<file path="config.mk">
export PLATFORM = sky130hd
export DESIGN_NAME = sha256_stream_hasher
export DESIGN_NICKNAME = d
export VERILOG_FILES = /design/src/hw/rtl/sha256_pkg.sv /design/src/hw/rtl/sha256_ctrl.sv /design/src/hw/rtl/sha256_dp.sv /design/src/hw/rtl/sha256_stream_hasher.sv
export SDC_FILE = /design/constraint.sdc
export NUM_CORES = 2
export LEC_CHECK = 0
export CAP_MARGIN = 20
export CELL_PAD_IN_SITES_DETAIL_PLACEMENT = 1
export CELL_PAD_IN_SITES_GLOBAL_PLACEMENT = 2
export CORE_ASPECT_RATIO = 1.2
export CORE_UTILIZATION = 40
export CTS_BUF_LIST = sky130_fd_sc_hd__clkbuf_2 sky130_fd_sc_hd__clkbuf_4 sky130_fd_sc_hd__clkbuf_8
export CTS_CLUSTER_DIAMETER = 50
export DETAILED_ROUTE_END_ITERATION = 10
export DONT_BUFFER_PORTS = 1
export GPL_ROUTABILITY_DRIVEN = 0
export HOLD_SLACK_MARGIN = 0.12
export PLACE_DENSITY = 0.88
export SLEW_MARGIN = 20
export SYNTH_ARGS = -nofsm -noshare
export SYNTH_HDL_FRONTEND = slang
export SYNTH_SLANG_ARGS = --single-unit
</file>
<file path="constraint.sdc">
create_clock -name clk -period 25.6 [get_ports clk]
set_input_delay 3.84 -clock clk [delete_from_list [all_inputs] [get_ports clk]]
set_output_delay 3.84 -clock clk [all_outputs]
set_load 0.05 [all_outputs]
</file>
<file path="src/hw/rtl/sha256_pkg.sv">
// Shared types, constants and round functions for the SHA-256 stream hasher.
// Used by the controller, the datapath and the top level; depends on nothing.
package sha256_pkg;

	localparam int LENGTH_BYTE_BITS = 61;

	// Controller states.
	typedef enum logic [3:0] {
		ST_IDLE,
		ST_INIT,
		ST_ROUND,
		ST_FOLD,
		ST_PAD,
		ST_LEN,
		ST_DBL,
		ST_OUT
	} state_t;

	// What the block buffer takes in a load cycle.
	typedef enum logic [1:0] {
		LD_NONE,
		LD_PAD,
		LD_LEN,
		LD_DBL
	} load_t;

	// Commands from the controller to the datapath.
	typedef struct packed {
		logic   take_byte;
		logic   clear_msg;
		logic   init_work;
		logic   round;
		logic   fold;
		load_t  load;
		logic   zero_buf;
		logic   second_iv;
		logic   restart;
	} cmd_t;

	// Status from the datapath to the controller.
	typedef struct packed {
		logic       block_full;
		logic [5:0] fill;
		logic [5:0] round_cnt;
	} sts_t;

	localparam logic [31:0] IV [8] = '{
		32'h6a09e667, 32'hbb67ae85, 32'h3c6ef372, 32'ha54ff53a,
		32'h510e527f, 32'h9b05688c, 32'h1f83d9ab, 32'h5be0cd19
	};

	localparam logic [31:0] K [64] = '{
		32'h428a2f98, 32'h71374491, 32'hb5c0fbcf, 32'he9b5dba5,
		32'h3956c25b, 32'h59f111f1, 32'h923f82a4, 32'hab1c5ed5,
		32'hd807aa98, 32'h12835b01, 32'h243185be, 32'h550c7dc3,
		32'h72be5d74, 32'h80deb1fe, 32'h9bdc06a7, 32'hc19bf174,
		32'he49b69c1, 32'hefbe4786, 32'h0fc19dc6, 32'h240ca1cc,
		32'h2de92c6f, 32'h4a7484aa, 32'h5cb0a9dc, 32'h76f988da,
		32'h983e5152, 32'ha831c66d, 32'hb00327c8, 32'hbf597fc7,
		32'hc6e00bf3, 32'hd5a79147, 32'h06ca6351, 32'h14292967,
		32'h27b70a85, 32'h2e1b2138, 32'h4d2c6dfc, 32'h53380d13,
		32'h650a7354, 32'h766a0abb, 32'h81c2c92e, 32'h92722c85,
		32'ha2bfe8a1, 32'ha81a664b, 32'hc24b8b70, 32'hc76c51a3,
		32'hd192e819, 32'hd6990624, 32'hf40e3585, 32'h106aa070,
		32'h19a4c116, 32'h1e376c08, 32'h2748774c, 32'h34b0bcb5,
		32'h391c0cb3, 32'h4ed8aa4a, 32'h5b9cca4f, 32'h682e6ff3,
		32'h748f82ee, 32'h78a5636f, 32'h84c87814, 32'h8cc70208,
		32'h90befffa, 32'ha4506ceb, 32'hbef9a3f7, 32'hc67178f2
	};

	function automatic logic [31:0] rotr(input logic [31:0] x, input int n);
		rotr = (x >> n) | (x << (32 - n));
	endfunction

endpackage

</file>
<file path="src/hw/rtl/sha256_ctrl.sv">
// Controller state machine for the SHA-256 stream hasher.
// Depends on sha256_pkg; drives datapath commands from its status.
module sha256_ctrl (
	input  logic                   clk,
	input  logic                   arst_n,
	input  logic                   in_fire,
	input  logic                   in_has,
	input  logic                   in_last,
	input  logic                   double_hash,
	input  logic                   out_fire,
	input  logic [2:0]             out_idx,
	input  sha256_pkg::sts_t       sts,
	output sha256_pkg::cmd_t       cmd,
	output logic                   in_ready,
	output logic                   out_valid
);

	sha256_pkg::state_t state_q, state_d;
	// Which compression is running: 0 data, 1 pad, 2 length, 3 double.
	logic [1:0] phase_q, phase_d;
	logic       dbl_pend_q, dbl_pend_d;
	logic       last_q, last_d;

	// State register.
	always_ff @(posedge clk or negedge arst_n) begin
		if (!arst_n) begin
			state_q    <= sha256_pkg::ST_IDLE;
			phase_q    <= 2'd0;
			dbl_pend_q <= 1'b0;
			last_q     <= 1'b0;
		end else begin
			state_q    <= state_d;
			phase_q    <= phase_d;
			dbl_pend_q <= dbl_pend_d;
			last_q     <= last_d;
		end
	end

	// Next state and commands.
	always_comb begin
		state_d    = state_q;
		phase_d    = phase_q;
		dbl_pend_d = dbl_pend_q;
		last_d     = last_q;
		cmd        = '0;
		cmd.load   = sha256_pkg::LD_NONE;
		in_ready   = 1'b0;
		out_valid  = 1'b0;
		case (state_q)
			sha256_pkg::ST_IDLE: begin
				in_ready = 1'b1;
				if (in_fire) begin
					cmd.take_byte = in_has;
					last_d        = in_last;
					dbl_pend_d    = double_hash;
					if (in_has && sts.block_full) begin
						phase_d = 2'd0;
						state_d = sha256_pkg::ST_INIT;
					end else if (in_last) begin
						state_d = sha256_pkg::ST_PAD;
					end
				end
			end
			sha256_pkg::ST_INIT: begin
				// The second pass starts from the initial hash values.
				cmd.init_work = 1'b1;
				cmd.second_iv = (phase_q == 2'd3);
				state_d       = sha256_pkg::ST_ROUND;
			end
			sha256_pkg::ST_ROUND: begin
				cmd.round = 1'b1;
				if (sts.round_cnt == 6'd63)
					state_d = sha256_pkg::ST_FOLD;
			end
			sha256_pkg::ST_FOLD: begin
				cmd.fold = 1'b1;
				case (phase_q)
					2'd0: state_d = last_q ? sha256_pkg::ST_PAD : sha256_pkg::ST_IDLE;
					2'd1: begin
						cmd.zero_buf = 1'b1;
						state_d      = sha256_pkg::ST_LEN;
					end
					2'd2: state_d = dbl_pend_q ? sha256_pkg::ST_DBL : sha256_pkg::ST_OUT;
					default: begin
						cmd.second_iv = 1'b1;
						state_d       = sha256_pkg::ST_OUT;
					end
				endcase
			end
			sha256_pkg::ST_PAD: begin
				cmd.load = sha256_pkg::LD_PAD;
				if (sts.fill >= 6'd56) begin
					phase_d = 2'd1;
					state_d = sha256_pkg::ST_INIT;
				end else begin
					state_d = sha256_pkg::ST_LEN;
				end
			end
			sha256_pkg::ST_LEN: begin
				cmd.load = sha256_pkg::LD_LEN;
				phase_d  = 2'd2;
				state_d  = sha256_pkg::ST_INIT;
			end
			sha256_pkg::ST_DBL: begin
				cmd.load = sha256_pkg::LD_DBL;
				phase_d  = 2'd3;
				state_d  = sha256_pkg::ST_INIT;
			end
			sha256_pkg::ST_OUT: begin
				out_valid = 1'b1;
				if (out_fire && out_idx == 3'd7) begin
					cmd.restart = 1'b1;
					last_d      = 1'b0;
					state_d     = sha256_pkg::ST_IDLE;
				end
			end
			default: state_d = sha256_pkg::ST_IDLE;
		endcase
	end

endmodule

</file>
<file path="src/hw/rtl/sha256_dp.sv">
// Datapath of the SHA-256 stream hasher: block buffer, message schedule,
// working variables, chain value and length counter. Depends on sha256_pkg.
module sha256_dp (
	input  logic               clk,
	input  logic               arst_n,
	input  sha256_pkg::cmd_t   cmd,
	input  logic [7:0]         data_byte,
	input  logic               out_fire,
	output sha256_pkg::sts_t   sts,
	output logic [31:0]        digest_word,
	output logic [2:0]         word_index
);

	logic [31:0] buf_q  [16];
	logic [31:0] work_q [8];
	logic [31:0] chain_q [8];
	logic [5:0]  fill_q;
	logic [5:0]  rnd_q;
	logic [2:0]  oidx_q;
	logic [sha256_pkg::LENGTH_BYTE_BITS-1:0] total_q;
	logic [63:0] bits;

	logic [3:0]  wi;
	logic [4:0]  sh;
	logic [31:0] w_cur, s0, s1, w_new, t1, t2, ea, aa;

	assign wi   = fill_q[5:2];
	assign sh   = 5'd24 - {fill_q[1:0], 3'b000};
	assign bits = {{(64 - sha256_pkg::LENGTH_BYTE_BITS){1'b0}}, total_q} << 3;

	assign sts.block_full = (fill_q == 6'd63);
	assign sts.fill       = fill_q;
	assign sts.round_cnt  = rnd_q;

	// Schedule: buffer acts as a 16-word shift line, word 0 is the oldest one.
	assign s0    = sha256_pkg::rotr(buf_q[1], 7) ^ sha256_pkg::rotr(buf_q[1], 18)
	             ^ (buf_q[1] >> 3);
	assign s1    = sha256_pkg::rotr(buf_q[14], 17) ^ sha256_pkg::rotr(buf_q[14], 19)
	             ^ (buf_q[14] >> 10);
	assign w_new = buf_q[0] + s0 + buf_q[9] + s1;
	assign w_cur = (rnd_q < 6'd16) ? buf_q[0] : w_new;

	// Round function.
	assign ea = work_q[4];
	assign aa = work_q[0];
	assign t1 = work_q[7] + (sha256_pkg::rotr(ea, 6) ^ sha256_pkg::rotr(ea, 11)
	          ^ sha256_pkg::rotr(ea, 25)) + ((ea & work_q[5]) ^ (~ea & work_q[6]))
	          + sha256_pkg::K[rnd_q] + w_cur;
	assign t2 = (sha256_pkg::rotr(aa, 2) ^ sha256_pkg::rotr(aa, 13)
	          ^ sha256_pkg::rotr(aa, 22))
	          + ((aa & work_q[1]) ^ (aa & work_q[2]) ^ (work_q[1] & work_q[2]));

	// Control counters and chain value.
	always_ff @(posedge clk or negedge arst_n) begin
		if (!arst_n) begin
			fill_q  <= '0;
			total_q <= '0;
			rnd_q   <= '0;
			oidx_q  <= '0;
			for (int i = 0; i < 8; i++) chain_q[i] <= sha256_pkg::IV[i];
		end else begin
			if (cmd.take_byte) begin
				fill_q  <= fill_q + 6'd1;
				total_q <= total_q + 1'b1;
			end
			if (cmd.round) rnd_q <= rnd_q + 6'd1;
			if (cmd.fold) begin
				for (int i = 0; i < 8; i++) begin
					if (cmd.second_iv) chain_q[i] <= sha256_pkg::IV[i] + work_q[i];
					else               chain_q[i] <= chain_q[i] + work_q[i];
				end
			end
			if (out_fire) oidx_q <= oidx_q + 3'd1;
			if (cmd.restart) begin
				fill_q  <= '0;
				total_q <= '0;
				oidx_q  <= '0;
				for (int i = 0; i < 8; i++) chain_q[i] <= sha256_pkg::IV[i];
			end
		end
	end

	// Block buffer and working variables.
	always_ff @(posedge clk) begin
		if (cmd.take_byte) begin
			if (fill_q[1:0] == 2'd0) buf_q[wi] <= {data_byte, 24'd0};
			else buf_q[wi] <= buf_q[wi] | ({24'd0, data_byte} << sh);
		end
		if (cmd.init_work) begin
			for (int i = 0; i < 8; i++)
				work_q[i] <= cmd.second_iv ? sha256_pkg::IV[i] : chain_q[i];
		end
		if (cmd.round) begin
			for (int i = 0; i < 15; i++) buf_q[i] <= buf_q[i + 1];
			buf_q[15] <= (rnd_q < 6'd16) ? buf_q[0] : w_new;
			work_q[7] <= work_q[6];
			work_q[6] <= work_q[5];
			work_q[5] <= work_q[4];
			work_q[4] <= work_q[3] + t1;
			work_q[3] <= work_q[2];
			work_q[2] <= work_q[1];
			work_q[1] <= work_q[0];
			work_q[0] <= t1 + t2;
		end
		if (cmd.zero_buf)
			for (int i = 0; i < 16; i++) buf_q[i] <= '0;
		case (cmd.load)
			sha256_pkg::LD_PAD: begin
				if (fill_q[1:0] == 2'd0) buf_q[wi] <= 32'h80000000;
				else buf_q[wi] <= (buf_q[wi] & ~((32'h100 << sh) - 32'd1))
				                | (32'h80 << sh);
				for (int i = 0; i < 16; i++)
					if (i > 32'(wi)) buf_q[i] <= '0;
			end
			sha256_pkg::LD_LEN: begin
				buf_q[14] <= bits[63:32];
				buf_q[15] <= bits[31:0];
			end
			sha256_pkg::LD_DBL: begin
				for (int i = 0; i < 8; i++) buf_q[i] <= chain_q[i];
				buf_q[8] <= 32'h80000000;
				for (int i = 9; i < 15; i++) buf_q[i] <= '0;
				buf_q[15] <= 32'd256;
			end
			default: ;
		endcase
	end

	assign digest_word = chain_q[oidx_q];
	assign word_index  = oidx_q;

endmodule

</file>
<file path="src/hw/rtl/sha256_stream_hasher.sv">
// Top level of the SHA-256 stream hasher: APB register, controller, datapath.
// Depends on sha256_pkg, sha256_ctrl and sha256_dp.
//
// channel   direction  contents
// s_axis    in         tdata = data_byte; tuser = has_byte; tlast = last
// m_axis    out        tdata = digest_word; tuser = word_index; tlast = last_word
// apb       in         register 0 at address 0: double_hash
//
// A byte that neither fills a block nor ends the message leaves the block idle.
// A filled block adds a load of the working variables, 64 rounds of the single
// round unit and a fold; so do padding at a fill of 56 or more, the length block
// and a double pass. Digest words leave one per cycle while m_axis_tready holds.
// Reset restores the initial hash values and clears the length and fill.
module sha256_stream_hasher (
	input  logic        clk,
	input  logic        arst_n,
	input  logic        s_axis_tvalid,
	output logic        s_axis_tready,
	input  logic [7:0]  s_axis_tdata,  // [7:0] data_byte
	input  logic        s_axis_tuser,  // [0] has_byte
	input  logic        s_axis_tlast,
	output logic        m_axis_tvalid,
	input  logic        m_axis_tready,
	output logic [31:0] m_axis_tdata,  // [31:0] digest_word
	output logic [2:0]  m_axis_tuser,  // [2:0] word_index
	output logic        m_axis_tlast,
	input  logic        psel,
	input  logic        penable,
	input  logic        pwrite,
	input  logic [0:0]  paddr,
	input  logic [31:0] pwdata,
	output logic [31:0] prdata,
	output logic        pready
);

	sha256_pkg::cmd_t cmd;
	sha256_pkg::sts_t sts;
	logic             dbl_q;
	logic             in_fire, out_fire;

	assign pready = 1'b1;
	assign prdata = {31'd0, dbl_q};

	// Configuration register; only address zero is a register.
	always_ff @(posedge clk or negedge arst_n) begin
		if (!arst_n) begin
			dbl_q <= 1'b0;
		end else if (psel && penable && pwrite && paddr == 1'b0) begin
			dbl_q <= pwdata[0];
		end
	end

	assign in_fire  = s_axis_tvalid && s_axis_tready;
	assign out_fire = m_axis_tvalid && m_axis_tready;
	assign m_axis_tlast = (m_axis_tuser == 3'd7);

	sha256_ctrl u_ctrl (
		.clk         (clk),
		.arst_n      (arst_n),
		.in_fire     (in_fire),
		.in_has      (s_axis_tuser),
		.in_last     (s_axis_tlast),
		.double_hash (dbl_q),
		.out_fire    (out_fire),
		.out_idx     (m_axis_tuser),
		.sts         (sts),
		.cmd         (cmd),
		.in_ready    (s_axis_tready),
		.out_valid   (m_axis_tvalid)
	);

	sha256_dp u_dp (
		.clk         (clk),
		.arst_n      (arst_n),
		.cmd         (cmd),
		.data_byte   (s_axis_tdata),
		.out_fire    (out_fire),
		.sts         (sts),
		.digest_word (m_axis_tdata),
		.word_index  (m_axis_tuser)
	);

endmodule

</file>
== Word-level counts from Yosys, hierarchy flattened ==
Memories as Yosys holds them, arrays and structs flattened.
Cells that the tools add are included.
Cells by class
  add/sub/neg operators: 32
  eq/ne operators: 22
  bitwise logic cells: 94
  reductions and logical operators: 22
  magnitude comparators: 19
  shift-type cells: 3
  muxes and demuxes: 189
Operators with widths (count)
  32-bit 2-to-1 mux: 82
  32-bit adder: 18
  256-bit 2-to-1 mux: 2
  32-bit bitwise XOR: 9
  32-bit AND: 6
  61-bit 2-to-1 mux: 2
  31-bit by 32-bit adder with 32-bit output (first input constant): 3
  32-bit adder (first input constant): 3
  32-bit binary-select mux with 3-bit select: 1
  1-bit 2-to-1 mux: 81
  32-bit inverter: 2
  32-bit OR: 2
  61-bit by 1-bit adder with 61-bit output (second input constant): 1
  1-bit OR: 60
  29-bit by 32-bit adder with 32-bit output (first input constant): 1
  30-bit by 32-bit adder with 32-bit output (first input constant): 1
  4-bit > comparator (first input constant): 8
  10-bit by 32-bit OR with 32-bit output: 1
  13-bit by 32-bit OR with 32-bit output: 1
  14-bit by 32-bit OR with 32-bit output: 1
  15-bit by 32-bit OR with 32-bit output: 1
  19-bit by 32-bit OR with 32-bit output: 1
  21-bit by 32-bit OR with 32-bit output: 1
  25-bit by 32-bit OR with 32-bit output: 1
  other kinds (52): 92
Word-level totals
  memory bits (writable): 768
  input bits: 50
  flip-flop bits (word level): 341
  memories: 3
  ROM bits: 2048
  output and inout port bits: 71
Memory list
  (name not given): words 64, bits a word 32, read ports 1, clocked after memory_dff 0, write ports 0, RTL line sha256_dp.sv:48  | + sha256_pkg::K[rnd_q] + w_cur;
  u_dp.buf_q: words 16, bits a word 32, read ports 17, clocked after memory_dff 0, write ports 16, RTL line sha256_dp.sv:14  | logic [31:0] buf_q [16];
  u_dp.work_q: words 8, bits a word 32, read ports 8, clocked after memory_dff 0, write ports 8, RTL line sha256_dp.sv:15  | logic [31:0] work_q [8];

== Depth between registers and ports, before layout ==
An unclocked memory read counts as a cell.
  depth in word-level cells: 12
  mapped depth: 44
  mapped depth without buffers: 44

== By module ==
A second synthesis with hierarchy kept.
Second synthesis, totals
  cells, all modules: 9488
  area total of the unflattened synthesis: 87328.8 sq um
By module, submodules not included
  sha256_dp: times used 1, area each 86387.9 sq um, cells each 9374
  sha256_ctrl: times used 1, area each 621.8 sq um, cells each 73
  sha256_stream_hasher: times used 1, area each 319.1 sq um, cells each 41

== Least setup slack after synthesis ==
OpenSTA, ideal clock, no wires.
  kind: register -> register
  start: reg u_ctrl.state_q[2]
  end: mem u_dp.work_q[0][0], enable pin
  buffers on the path: 3
  setup time: 0.957 ns
  setup slack: 11.133 ns
  stages on the path, launching flop included: 5
  required time: 24.643 ns
  arrival: 13.510 ns
  period minus slack after synthesis: 14.467 ns
  cells stage by stage: dfrtp_1 clkbuf_1 clkbuf_1 buf_1 a21oi_1
RTL lines
  start: declaration: RTL line sha256_ctrl.sv:18  | sha256_pkg::state_t state_q, state_d;
  start signal: assignment: RTL line sha256_ctrl.sv:27  | state_q <= sha256_pkg::ST_IDLE;
  start signal: assignment: RTL line sha256_ctrl.sv:32  | state_q <= state_d;
  end: declaration: RTL line sha256_dp.sv:15

==> results.cfg <==
[clock_tree]
path_clk_slew_ns = 0.06
cts_setup_buffers = 0
cts_tree = yes
cts_resized = 0
cts_buffers = 200
cts_root_buf = clkbuf_8
ctsHoldBuffers = 0
clock_latency_ns = 1.03
htree_levels = 4
clockBufferDepth = 3
cts_sinks = 1108

[setup_path]
critPathKind = reg -> reg
slowest_stage = a21oi_1
cp.required_ns = 26.35
cp_slowest_stage_delay_ns = 0.78
crit_fanout = 7
end_kind = flop
start_kind = flop
crit_path_frequent_cell = fa_1
cp.arrival_ns = 12.79

[logic_synthesis]
synthCells = 8791
synth-compound-area-share = 0.197
yosysUniqueCellTypes = 116
synth_common_cells = a21oi_1 (712), o21ai_0 (701), nand2_1 (698), nor2_1 (639), edfxtp_1 (608)
synth_top_family_by_area = compound AO/OA/AOI/OAI gates
synth_edf_count = 608
synth.area.mux_share = 0.105
yosys.area.top_type = edfxtp_1
yosysTopAreaCellShare = 0.215
synth.area.top_cells = edfxtp_1 (22%), ha_1 (6.2%), mux4_2 (6.1%), dfrtp_1 (6.0%), fa_1 (4.6%)
syn_avg_cell_area_um2 = 9.65
yosys.cell_count.top_type = a21oi_1
synth_xor_area_frac = 0.0719
netlist_area_um2 = 84800
synth_seq_cells = 1108
synthSimpleGateAreaFrac = 0.116
synth_adder_area_share = 0.110
yosys_warnings = 0
ys_seq_area_frac = 0.355
synth-main-ff-cell = edfxtp_1
async_reset_ff_frac = 0.307

[routing]
via_per_inst = 6.56
ant_nets = 0
wl_met1_um = 137000
drt-total-wl_um = 384000
vias = 76000
dr_wl_met2_um = 169000
firstDrtPassIters = 8
drc = 0
routed.top_layer = met5
route.met3.wl_um = 40900
wl_per_cell_um = 33.1
drt_iter0_drc = 8958

[sta]
worst_pin_slew_ns = 2.36
rsz0062_at_grt = no
hold_violations = 0
fin_crit_sh = 0.471
maxSlewHeadroom = -0.574
setup_viol = 0
slew_violations = 194
period_needed_ns = 12.05
clock-skew-final_ns = 0.0691
fin_tns_setup_ns = 0
fmax_ghz = 0.0830

[cells_and_area]
area.sequential_um2 = 30200
fillCellCount = 23700
multi_input_area_um2 = 51400
fin_nets = 9266
drive_above_1_share = 0.133
syn_to_final_growth_pct = 8.61

[place]
port_buffers = 0
dp_hpwl_um = 285000

[global_route]
antenna_found_initial = 35
grt_pass1_vias = 77300
overflow = 0
track_usage = 0.351
grt_max_degree = 341
grt_pass1_wl_um = 549000

[floorplanning]
io_pins = 121
die_area_um2 = 214000
die_x_um = 422
core_area_um2 = 210000
rows = 184
start_util = 0.404
die_h_um = 506

[status]
outcome = complete, but fails checks
violations = capacitance limit, slew limit

[run]
max_cap_viol_count = 1

[min_path]
hold_path.class = reg -> reg
flip-flops by register name, indices dropped and copies added (netlist names):
register and flops:
u_dp.work_q 256, u_dp.total_q 61, u_ctrl.dbl_pend_q 1, u_ctrl.state_q 3, u_dp.word_index 3, u_ctrl.phase_q 2, u_dp.fill_q 6, u_dp.rnd_q 6
u_ctrl.last_q 1, dbl_q 1, u_dp.chain_q 256, u_dp.buf_q 512
logic make-up after synthesis:
logic type                 after synthesis
adders and majority gates              630
xor gates and xnor gates               695
DFF                                   1108
AOI/OAI and AO/OA                     2669
muxes                                  584
buffers and inverters                  968
other                                    2
and+or+nand+nor                       2135
layout make-up:
cell class | count | area share
diodes | 29 | 0.000788
clock buffers | 307 | 0.0398
clock inverters | 73 | 0.00655
inverters | 389 | 0.0159
multi-input cells | 6745 | 0.558
flip-flops and latches | 1108 | 0.328
well taps | 2790 | 0.0379
repair buffers | 159 | 0.0138
through the flow:
step | instance area (um2) | util | hold WS [ns] | std cells | setup slack (ns)
floorplan | 84900 | - | 0.457 | 8821 | 11.13
global placement | 87700 | 0.418 | 0.474 | 11200 | 13.94
detailed placement | 87700 | 0.418 | 0.498 | 11200 | 13.98
CTS | 92000 | 0.438 | 0.484 | 11600 | 13.87
global route | 92100 | 0.439 | 0.520 | 11600 | 13.30
finish | 92100 | 0.439 | 0.485 | 11600 | 13.55
path summary, 6_finish.rpt:
check / start / to / slack (ns) / cells after the start
setup reg to reg: u_dp.buf_q[14][19]$_DFFE_PP_ / u_dp.work_q[0][31]$_DFFE_PP_ / 13.55 / 41
max in group asynchronous: arst_n / u_dp.chain_q[104]$_DFFE_PN0P_ / 21.19 / 0
hold reg to reg: u_dp.buf_q[10][3]$_SDFFE_PP0P_ / u_dp.buf_q[9][3]$_SDFFE_PP0P_ / 0.49 / 2
setup / recovery: u_dp.buf_q[14][19]$_DFFE_PP_ / u_dp.work_q[0][31]$_DFFE_PP_ / 13.55 / 41
min in group asynchronous: arst_n / u_ctrl.state_q[1]$_DFFE_PN0P_ / 2.58 / 0
hold / removal: u_dp.buf_q[10][3]$_SDFFE_PP0P_ / u_dp.buf_q[9][3]$_SDFFE_PP0P_ / 0.49 / 2
per-layer routing:
layer	track usage	vias up
li1	-	31800
met5	0	-
met2	0.541	4350
met4	0.288	14
met3	0.0953	1187
met1	0.410	38700
cells in the final DEF (no fill, tap or decap), types with 218 or more instances in the layout:
cell type / count
a21oi_1: 697
nand2_1: 689
o21ai_0: 688
nor2_1: 631
edfxtp_1: 608
xnor2_1: 428
ha_1: 418
inv_1: 387
xor2_1: 266
mux4_2: 231
clkbuf_8: 218
critical path: cells and delay by family (launching register included):
kind	cells	cell delay, ns
AOI/OAI and AO/OA	17	4.68
and+or+nand+nor	9	1.82
DFF	1	0.55
adders and majority gates	8	3.52
xor gates and xnor gates	4	0.95
buffers and inverters	3	0.24
Power is not shown: default switching activity piles up to over one toggle a cycle in this logic, so the estimate is an artifact.
